## src/rtl/kdb_pkg.sv

```systemverilog
package kdb_pkg;

    // Width of the tick counter shared by debounce, hold and repeat timing.
    localparam int COUNT_WIDTH = 16;
    localparam int REG_WIDTH   = 16;
    // Compare width covers both the counter and the 16-bit registers.
    localparam int CMP_WIDTH   = (COUNT_WIDTH > REG_WIDTH) ? COUNT_WIDTH : REG_WIDTH;

    localparam logic [2:0] KEY_NONE  = 3'd0;
    localparam logic [2:0] KEY_B1    = 3'd1;
    localparam logic [2:0] KEY_B2    = 3'd2;
    localparam logic [2:0] KEY_B3    = 3'd3;
    localparam logic [2:0] KEY_B4    = 3'd4;
    localparam logic [2:0] KEY_COMBO = 3'd5;

    localparam logic [1:0] EV_NONE   = 2'd0;
    localparam logic [1:0] EV_PRESS  = 2'd1;
    localparam logic [1:0] EV_HOLD   = 2'd2;
    localparam logic [1:0] EV_REPEAT = 2'd3;

    localparam logic [1:0] REG_DEBOUNCE = 2'd0;
    localparam logic [1:0] REG_HOLD     = 2'd1;
    localparam logic [1:0] REG_REPEAT   = 2'd2;

    localparam logic [REG_WIDTH-1:0] DEBOUNCE_RESET = 16'd40;
    localparam logic [REG_WIDTH-1:0] HOLD_RESET     = 16'd1000;
    localparam logic [REG_WIDTH-1:0] REPEAT_RESET   = 16'd100;

    typedef struct packed {
        logic [REG_WIDTH-1:0] debounce_ticks;
        logic [REG_WIDTH-1:0] hold_ticks;
        logic [REG_WIDTH-1:0] repeat_ticks;
    } t_cfg;

    typedef struct packed {
        logic [1:0] event_res;
        logic [2:0] key;
    } t_result;

    // Button 1 wins over 2, 2 over 3, 3 over 4; buttons 3 and 4 together
    // give the combo code.
    function automatic logic [2:0] encode_keys(input logic [3:0] b);
        logic [2:0] code;
        if (b[0]) begin
            code = KEY_B1;
        end else if (b[1]) begin
            code = KEY_B2;
        end else if (b[2]) begin
            code = KEY_B3;
        end else if (b[3]) begin
            code = KEY_B4;
        end else begin
            code = KEY_NONE;
        end
        if (b[3] && b[2]) begin
            code = KEY_COMBO;
        end
        return code;
    endfunction

endpackage

```

## src/rtl/key_debounce_press_hold_repeat.sv

```systemverilog
// Debounced four-button keypad with short press, hold and auto-repeat.
//
// Slave stream: one request per tick, i_s_axis_tdata[3:0] holds the four
// button levels (bit0 is button 1, 1 means pressed). Master stream: one
// result per request, o_m_axis_tdata[1:0] is the event (none, short press,
// hold, repeat) and [4:2] the key code, zero when there is no event.
// Configuration: i_cfg_we with i_cfg_index 0/1/2 writes debounce, hold and
// repeat tick counts; write only while no request is in flight.
//
// A request accepted at one edge shows its result on the master side
// in the next cycle, from the result register. Throughput: one request
// every cycle while results are taken; the step logic and the single
// result register set that figure. When the receiver stalls, the result
// register holds; the slave side accepts only in a cycle that takes it.
// Reset (synchronous, active low) returns the machine to idle, clears the
// tick counter and pending press, drops the output valid and loads the
// register defaults 40, 1000 and 100.
module key_debounce_press_hold_repeat (
    input  logic        i_clk,
    input  logic        i_rst_n,
    input  logic        i_cfg_we,
    input  logic [1:0]  i_cfg_index,
    input  logic [15:0] i_cfg_data,
    input  logic        i_s_axis_tvalid,
    output logic        o_s_axis_tready,
    input  logic [7:0]  i_s_axis_tdata,   // [3:0] buttons, [7:4] zero
    output logic        o_m_axis_tvalid,
    input  logic        i_m_axis_tready,
    output logic [7:0]  o_m_axis_tdata    // [1:0] event_res, [4:2] key, [7:5] zero
);
    import kdb_pkg::*;

    t_cfg    r_cfg;
    t_result step_result;
    t_result r_result;
    logic    r_out_valid;
    logic    accept;

    // hold the result until taken; free the register when it drains
    assign o_s_axis_tready = !r_out_valid || i_m_axis_tready;
    assign accept          = i_s_axis_tvalid && o_s_axis_tready;

    always_ff @(posedge i_clk) begin
        if (!i_rst_n) begin
            r_cfg.debounce_ticks <= DEBOUNCE_RESET;
            r_cfg.hold_ticks     <= HOLD_RESET;
            r_cfg.repeat_ticks   <= REPEAT_RESET;
        end else if (i_cfg_we) begin
            case (i_cfg_index)
                REG_DEBOUNCE: r_cfg.debounce_ticks <= i_cfg_data;
                REG_HOLD:     r_cfg.hold_ticks     <= i_cfg_data;
                REG_REPEAT:   r_cfg.repeat_ticks   <= i_cfg_data;
                default: begin
                    // drop writes beyond the register list
                end
            endcase
        end
    end

    kdb_core u_core (
        .i_clk     (i_clk),
        .i_rst_n   (i_rst_n),
        .i_step    (accept),
        .i_buttons (i_s_axis_tdata[3:0]),
        .i_cfg     (r_cfg),
        .o_result  (step_result)
    );

    always_ff @(posedge i_clk) begin
        if (!i_rst_n) begin
            r_out_valid <= 1'b0;
        end else if (accept) begin
            r_out_valid <= 1'b1;
        end else if (i_m_axis_tready) begin
            r_out_valid <= 1'b0;
        end
    end

    always_ff @(posedge i_clk) begin
        if (accept) begin
            r_result <= step_result;
        end
    end

    assign o_m_axis_tvalid = r_out_valid;
    assign o_m_axis_tdata  = {3'b000, r_result.key, r_result.event_res};

    // A stalled result blocks the slave side.
    a_stall_blocks: assert property (@(posedge i_clk) disable iff (!i_rst_n)
        (o_m_axis_tvalid && !i_m_axis_tready) |-> !o_s_axis_tready)
        else $error("request accepted while result is stalled");

    // Every accepted request yields a valid result next cycle.
    a_accept_valid: assert property (@(posedge i_clk) disable iff (!i_rst_n)
        (i_s_axis_tvalid && o_s_axis_tready) |=> o_m_axis_tvalid)
        else $error("accepted request produced no result");

    // No event means key code zero; an event never carries key zero.
    a_key_matches: assert property (@(posedge i_clk) disable iff (!i_rst_n)
        o_m_axis_tvalid |->
            ((o_m_axis_tdata[1:0] == EV_NONE) == (o_m_axis_tdata[4:2] == KEY_NONE)))
        else $error("event and key code disagree");

    // Output is empty right after reset.
    a_reset_empty: assert property (@(posedge i_clk)
        $past(!i_rst_n) |-> !o_m_axis_tvalid)
        else $error("output valid after reset");

endmodule

```

## src/rtl/kdb_core.sv

```systemverilog
module kdb_core (
    input  logic             i_clk,
    input  logic             i_rst_n,
    input  logic             i_step,
    input  logic [3:0]       i_buttons,
    input  kdb_pkg::t_cfg    i_cfg,
    output kdb_pkg::t_result o_result
);
    import kdb_pkg::*;

    typedef enum logic [4:0] {
        PH_IDLE     = 5'b00001,
        PH_DEBOUNCE = 5'b00010,
        PH_CONFIRM  = 5'b00100,
        PH_PRESSED  = 5'b01000,
        PH_REPEAT   = 5'b10000
    } t_phase;

    t_phase                 r_phase, n_phase;
    logic                   r_press_pending, n_press_pending;
    logic [2:0]             r_latched_key, n_latched_key;
    logic [COUNT_WIDTH-1:0] r_tick_count, n_tick_count;

    logic [2:0]           code;
    logic                 restart;
    logic                 same_key;
    logic [CMP_WIDTH-1:0] cnt_ext, deb_ext, hold_ext, rep_ext;

    assign code     = encode_keys(i_buttons);
    assign same_key = (code == r_latched_key);
    assign cnt_ext  = CMP_WIDTH'(r_tick_count);
    assign deb_ext  = CMP_WIDTH'(i_cfg.debounce_ticks);
    assign hold_ext = CMP_WIDTH'(i_cfg.hold_ticks);
    assign rep_ext  = CMP_WIDTH'(i_cfg.repeat_ticks);

    always_comb begin
        n_phase         = r_phase;
        n_press_pending = r_press_pending;
        n_latched_key   = r_latched_key;
        restart         = 1'b0;
        o_result        = '{event_res: EV_NONE, key: KEY_NONE};
        case (r_phase)
            PH_IDLE: begin
                // report a short press left pending by the last release
                if (r_press_pending) begin
                    o_result        = '{event_res: EV_PRESS, key: r_latched_key};
                    n_press_pending = 1'b0;
                end
                if (code != KEY_NONE) begin
                    n_latched_key = code;
                    restart       = 1'b1;
                    n_phase       = PH_DEBOUNCE;
                end
            end
            PH_DEBOUNCE: begin
                if (cnt_ext > deb_ext) begin
                    n_press_pending = 1'b0;
                    n_phase         = PH_CONFIRM;
                end
            end
            PH_CONFIRM: begin
                if (same_key) begin
                    restart         = 1'b1;
                    n_press_pending = 1'b1;
                    n_phase         = PH_PRESSED;
                end else begin
                    n_phase = PH_IDLE;
                end
            end
            PH_PRESSED: begin
                if (!same_key) begin
                    n_phase = PH_IDLE;
                end else if (cnt_ext >= hold_ext) begin
                    restart         = 1'b1;
                    o_result        = '{event_res: EV_HOLD, key: code};
                    n_press_pending = 1'b0;
                    n_phase         = PH_REPEAT;
                end
            end
            PH_REPEAT: begin
                if (!same_key) begin
                    n_phase = PH_IDLE;
                end else if (cnt_ext >= rep_ext) begin
                    restart         = 1'b1;
                    o_result        = '{event_res: EV_REPEAT, key: code};
                    n_press_pending = 1'b0;
                end
            end
            default: begin
                n_phase = PH_IDLE;
            end
        endcase

        // restart clears, otherwise advance and saturate
        if (restart) begin
            n_tick_count = '0;
        end else if (r_tick_count != {COUNT_WIDTH{1'b1}}) begin
            n_tick_count = r_tick_count + 1'b1;
        end else begin
            n_tick_count = r_tick_count;
        end
    end

    always_ff @(posedge i_clk) begin
        if (!i_rst_n) begin
            r_phase         <= PH_IDLE;
            r_press_pending <= 1'b0;
            r_latched_key   <= KEY_NONE;
            r_tick_count    <= '0;
        end else if (i_step) begin
            r_phase         <= n_phase;
            r_press_pending <= n_press_pending;
            r_latched_key   <= n_latched_key;
            r_tick_count    <= n_tick_count;
        end
    end

endmodule
```

## config.mk

```make
export PLATFORM = sky130hd
export DESIGN_NAME = key_debounce_press_hold_repeat
export DESIGN_NICKNAME = d
export VERILOG_FILES = /design/src/rtl/kdb_pkg.sv /design/src/rtl/key_debounce_press_hold_repeat.sv /design/src/rtl/kdb_core.sv
export SDC_FILE = /design/constraint.sdc
export NUM_CORES = 1
export LEC_CHECK = 0
export BUFFER_PORTS_ARGS = -buffer_cell sky130_fd_sc_hd__buf_2
export CAP_MARGIN = 5
export CORE_ASPECT_RATIO = 0.6
export CORE_MARGIN = 1
export CORE_UTILIZATION = 42
export CTS_BUF_LIST = sky130_fd_sc_hd__clkbuf_8
export DETAILED_ROUTE_END_ITERATION = 7
export PLACE_DENSITY = 0.66
export RECOVER_POWER = 25
export SLEW_MARGIN = 20
export SYNTH_ARGS = -nofsm -noshare
export SYNTH_HDL_FRONTEND = slang
export SYNTH_SLANG_ARGS = --single-unit
```

## constraint.sdc

```tcl
create_clock -name i_clk -period 5.9 [get_ports i_clk]
set_clock_uncertainty 0.15 [all_clocks]
set_input_delay 0.295 -clock i_clk [delete_from_list [all_inputs] [get_ports i_clk]]
set_output_delay 0.295 -clock i_clk [all_outputs]
set_load 0.005 [all_outputs]
```

**After elaboration in Yosys (flattened, before gate mapping)**

Cells that the tools add are included.

- Register bits: 79
- Bits in latches: 0
- RAM bits: 0
- Memory bits (read-only): 0
- Input bits: 31
- Word-level logic and storage cells: 84
- Memories kept: 0

- Add/subtract/negate cells: 1
- Multipliers: 0
- Divide/modulo/power cells: 0
- Magnitude comparators: 3
- Equality and inequality tests: 18
- Shifts and indexed selects: 0
- Multiplexer cells: 36
- Bitwise operators: 0
- Reduce and logical (&&, ||, !) cells: 16

Operator list:

| kind | count |
|---|---|
| $mux W5 | 9 |
| $ge A16 B16 Y1 | 2 |
| $mux W16 | 2 |
| $pmux W5 S5 | 1 |
| $add A16 B1 Y16 const B | 1 |
| $gt A16 B16 Y1 | 1 |
| $ne A16 B16 Y1 const B | 1 |
| $mux W3 | 5 |
| $pmux W5 S3 | 1 |
| $mux W1 | 14 |
| $ne A2 B1 Y1 const B | 7 |
| $mux W4 | 2 |
| $reduce_and A2 Y1 | 4 |
| $reduce_and A8 Y1 | 1 |
| $eq A5 B1 Y1 const B | 1 |
| $eq A5 B2 Y1 const B | 1 |
| $eq A5 B3 Y1 const B | 1 |
| $eq A5 B4 Y1 const B | 1 |
| $eq A5 B5 Y1 const B | 1 |
| $pmux W1 S5 | 1 |
| $reduce_and A5 Y1 | 1 |
| $reduce_bool A5 Y1 | 1 |
| $pmux W1 S4 | 1 |
| $reduce_bool A2 Y1 | 2 |
| 11 further kinds | 12 |

**Depth between registers and ports, before layout**

- Depth in word-level cells: 10
- Mapped depth: 10

**Hierarchy**

From an unflattened synthesis, not the netlist that was laid out.

- Cell total of the unflattened synthesis: 571
- Area total of the unflattened synthesis: 5017.3 um^2

Modules (own cells, without submodules):

| module | instances | cells an instance | area each (um^2) | seq. area each (um^2) |
|---|---|---|---|---|
| kdb_core | 1 | 377 | 2927.8 | 500.5 |
| key_debounce_press_hold_repeat | 1 | 194 | 2089.5 | 1131.1 |

**Worst setup path after synthesis**

Ideal clock, no wire load.

- Path kind: reg2reg
- Start: reg u_core.r_tick_count[0], in the netlist u_core.cnt_ext[0]
- End: reg u_core.r_tick_count[5], in the netlist u_core.cnt_ext[5]
- Setup time: 74 ps
- Data arrival time: 2437 ps
- Required time: 5676 ps
- Setup slack: 3239 ps
- Stages on the path, launching flop included: 11
- Buffers on the path: 1
- Cell sequence: dfxtp_1 inv_1 ha_1 nand2b_1 a2111o_1 a311oi_2 nand3_2 a211oi_4 buf_4 nand4_1 a31oi_1

- Word-level cells in the longest chain between the ends: 6
- Elaborated cells between the ends (all ways): 13
- Classes of those cells: 1 x add/sub; 2 x order compare; 1 x eq/ne; 7 x mux; 2 x reduce/logical

Ends and longest elaborated chain:

| what | RTL line | RTL |
|---|---|---|
| from (decl) | kdb_core.sv:22 | `logic [COUNT_WIDTH-1:0] r_tick_count, n_tick_count;` |
| from (signal assigned) | kdb_core.sv:114 | `r_tick_count <= n_tick_count;` |
| $ge A16 B16 Y1 (on tied branches) | kdb_core.sv:83, kdb_core.sv:73 |  |
| $mux W1 (on tied branches) | kdb_core.sv:83, kdb_core.sv:73 |  |
| $mux W1 (on tied branches) | kdb_core.sv:81, kdb_core.sv:71 |  |
| $pmux W1 S4 | kdb_core.sv:42 | `case (r_phase)` |
| $reduce_bool A2 Y1 (no line) | -- |  |
| $reduce_and A2 Y1 (no line) | -- |  |

Parallel ways exist; a longest one is shown, timed or not. The select of a mux whose other input is x is not followed.
A chain may end at the register's enable or synchronous reset.

**Worst setup path after layout**

- Start: reg u_core.r_tick_count[0], in the netlist u_core.cnt_ext[0]
- End: reg u_core.r_tick_count[6], in the netlist u_core.cnt_ext[6]

Same word-level chain as after synthesis.

==> results.sh <==
export IMPL_status="finished, final reports clean"
export IMPL_crit_chain="inv_1 > ha_1 > nand2b_1 > a2111o_1 > a311oi_2 > nand3_2 > a211oi_4 > o2111ai_1 > a31oi_1"
export IMPL_yosys_area_top_type_share=0.306
export IMPL_cts_max_level=3
export IMPL_cts_tree="yes"
export IMPL_grt_overflow=0
export IMPL_syn_inst=618
export IMPL_start_util=0.444
export IMPL_io_buffers=33
export IMPL_antenna_cells=0
export IMPL_worst_pin_slew_ns=1.11
export IMPL_cts_setup_buffers=0
export IMPL_max_vdd_ir_drop_v=0.0000982
export IMPL_r2r_cells=9
export IMPL_globalRoute_busiestLayer="met2"
export IMPL_path_class="reg -> reg"
export IMPL_use_met1=0.316
export IMPL_finalSetupTns_ns=0
export IMPL_num_rows=29
export IMPL_holdPathStages=3
export IMPL_dp_hpwl_mm=9.27
export IMPL_gp_congestion=0.851
export IMPL_slowest_delay_ns=0.94
export IMPL_ios=41
export IMPL_maxSlewViolCount=0
export IMPL_relSlewSlack=0.262
export IMPL_p_total_w=0.00106
export IMPL_seq_area_frac_synth=0.338
export IMPL_crit_family="compound AO/OA/AOI/OAI gates"
export IMPL_use_met2=0.323
export IMPL_rsz0062_at_grt="false"
export IMPL_viasPerCell=5.74
export IMPL_hold_viol=0
export IMPL_maxCapViolCount=0
export IMPL_critical_path_depth=9
export IMPL_worstHoldPathType="in -> reg"
export IMPL_worst_path_max_fanout=26
export IMPL_synth_cell_types=62
export IMPL_core_area_um2=10900
export IMPL_syn_avg_cell_area_um2=7.82
export IMPL_layout_common_cells="122 x nand2_1, 74 x dfxtp_1, 67 x a21oi_1"
export IMPL_clk_path_buf_depth=2
export IMPL_synthTopCellsByArea="dfxtp_1 31%, ha_1 13%, nand2_1 9.5%, a21oi_1 6.9%, inv_1 4.3%"
export IMPL_ctsHoldBuffers=0
export IMPL_first_global_vias=4064
export IMPL_clkLatencyLatePin_ns=0.36
export IMPL_initialDrtViolationCount=333
export IMPL_fmax_ghz=0.277
export IMPL_die_h_um=85.1
export IMPL_arrival_ns=3.76
export IMPL_fin_crit_sh=0.613
export IMPL_first_pass_iters=5
export IMPL_leakage_nw=2.00
export IMPL_antenna_found_initial=0
export IMPL_synth_top_area_cell="dfxtp_1"
export IMPL_grt_max_degree=36
export IMPL_die_w_um=140
export IMPL_die_area_um2=12000
export IMPL_num_vias=4471
export IMPL_synthArstFlopShare=0
export IMPL_grt_total_usage=0.220
export IMPL_drc=0
export IMPL_ant_nets=0
export IMPL_synth_top_flop_cell="dfxtp_1"
export IMPL_gr_usage_met3=0.0508
export IMPL_synth_edf_count=5
export IMPL_numCtsBuffers=9
export IMPL_setup_viol=0
export IMPL_clock_root_buffer="clkbuf_8"
export IMPL_end_kind="register"
export IMPL_layout_commonest_cell="nand2_1"
export IMPL_synth_seq_cells=79
export IMPL_synth_cell_area_um2=4830
export IMPL_crit_buf_inv=1
export IMPL_yosys_warnings=0
export IMPL_regArea_um2=1630
export IMPL_fin_nets=715
export IMPL_multi_input_area_um2=2850
export IMPL_cp_slowest_cell="a211oi_4"
export IMPL_worstSetupStartpointType="register"
export IMPL_cts_clk_slew_worst_paths_ns=0.08
export IMPL_grt_pass1_wl_mm=20.5
export IMPL_areaGrowthSynthToFinish_pct=7.56
export IMPL_finalCriticalPeriod_ns=3.62
export IMPL_powerDensity_nw_per_um2=204
export IMPL_required_ns=6.04
export IMPL_cts_resized=0
export IMPL_clock_sinks=79
export IMPL_wl_mm=12.5
export IMPL_wl_per_cell_um=16.0
export IMPL_drive_gt1_frac=0.0906
export IMPL_n_fill_cell=1057
==> flip-flops by register name (all words and copies together), names as in the netlist <==
signal and count:
o_m_axis_tdata 5, o_m_axis_tvalid 1, r_cfg 48, u_core.cnt_ext 16, u_core.r_latched_key 3, u_core.r_phase 5, u_core.r_press_pending 1
==> area by class of cell <==
class | count | share of cell area
Multi-Input combinational cell | 453 | 0.549
Sequential cell | 79 | 0.314
Clock inverter | 7 | 0.00650
Inverter | 56 | 0.0404
Timing Repair Buffer | 36 | 0.0332
Clock buffer | 9 | 0.0238
Tap cell | 139 | 0.0335
==> cell usage after synthesis (all sizes together), types with 5 or more instances <==
library cell / n
nand2: 123
dfxtp: 74
a21oi: 67
inv: 56
ha: 49
nor2: 23
clkbuf: 21
nand4: 20
nor3: 19
nand3: 18
o211ai: 17
o21ai: 16
nand2b: 15
a31oi: 12
buf: 11
nor4: 7
edfxtp: 5
==> worst register-to-register path: stages (launching register included) <==
cell	delay [ns]
dfxtp_1	0.43
inv_1	0.14
ha_1	0.28
nand2b_1	0.14
a2111o_1	0.42
a311oi_2	0.32
nand3_2	0.22
a211oi_4	0.94
o2111ai_1	0.25
a31oi_1	0.24
==> per-layer routing <==
| metal | vias to the layer above | routed length [um] |
|---|---|---|
| met5 | - | 0 |
| met2 | 147 | 5240 |
| met1 | 2106 | 6350 |
| met4 | 0 | 125 |
| met3 | 17 | 782 |
| li1 | 2201 | - |
==> stage by stage <==
stage	setup WS [ns]	utilization	hold slack, ns	instances	area (um^2)
floorplan	3.24	-	0.274	620	4840
global placement	2.51	0.465	0.293	763	5060
detailed placement	2.37	0.465	0.293	763	5060
CTS	2.33	0.479	0.0129	779	5220
global route	2.05	0.478	0.0307	779	5200
finish	2.28	0.478	0.0332	779	5200
==> kinds of logic (layout without fill, tap and decap cells) <==
group / count (synthesis) / in the layout / synth area share
other: 1 / 3 / 0.000776
AO/OA/AOI/OAI: 139 / 139 / 0.184
AND/OR/NAND/NOR: 257 / 257 / 0.265
adder cells (fa/ha/maj): 49 / 49 / 0.127
multiplexers: 3 / 3 / 0.00621
XOR/XNOR: 2 / 2 / 0.00518
flip-flops: 79 / 79 / 0.338
buffers and inverters: 88 / 108 / 0.0738
==> report_power, final <==
part           leakage (nW)  internal [W]  switching [W]
logic                  1.25     0.0000474      0.0000960
registers             0.652      0.000556      0.0000118
clock network        0.0942      0.000146       0.000203
==> path summary, 6_finish.rpt <==
path                           from           endpoint  slack (ns)
hold / removal      i_s_axis_tvalid    o_m_axis_tvalid        0.03
hold reg to reg           r_cfg[18]          r_cfg[18]        0.31
setup reg to reg  u_core.cnt_ext[0]  u_core.cnt_ext[6]        2.28
setup / recovery  u_core.cnt_ext[0]  u_core.cnt_ext[6]        2.28
(Power assumes the default switching activity.)
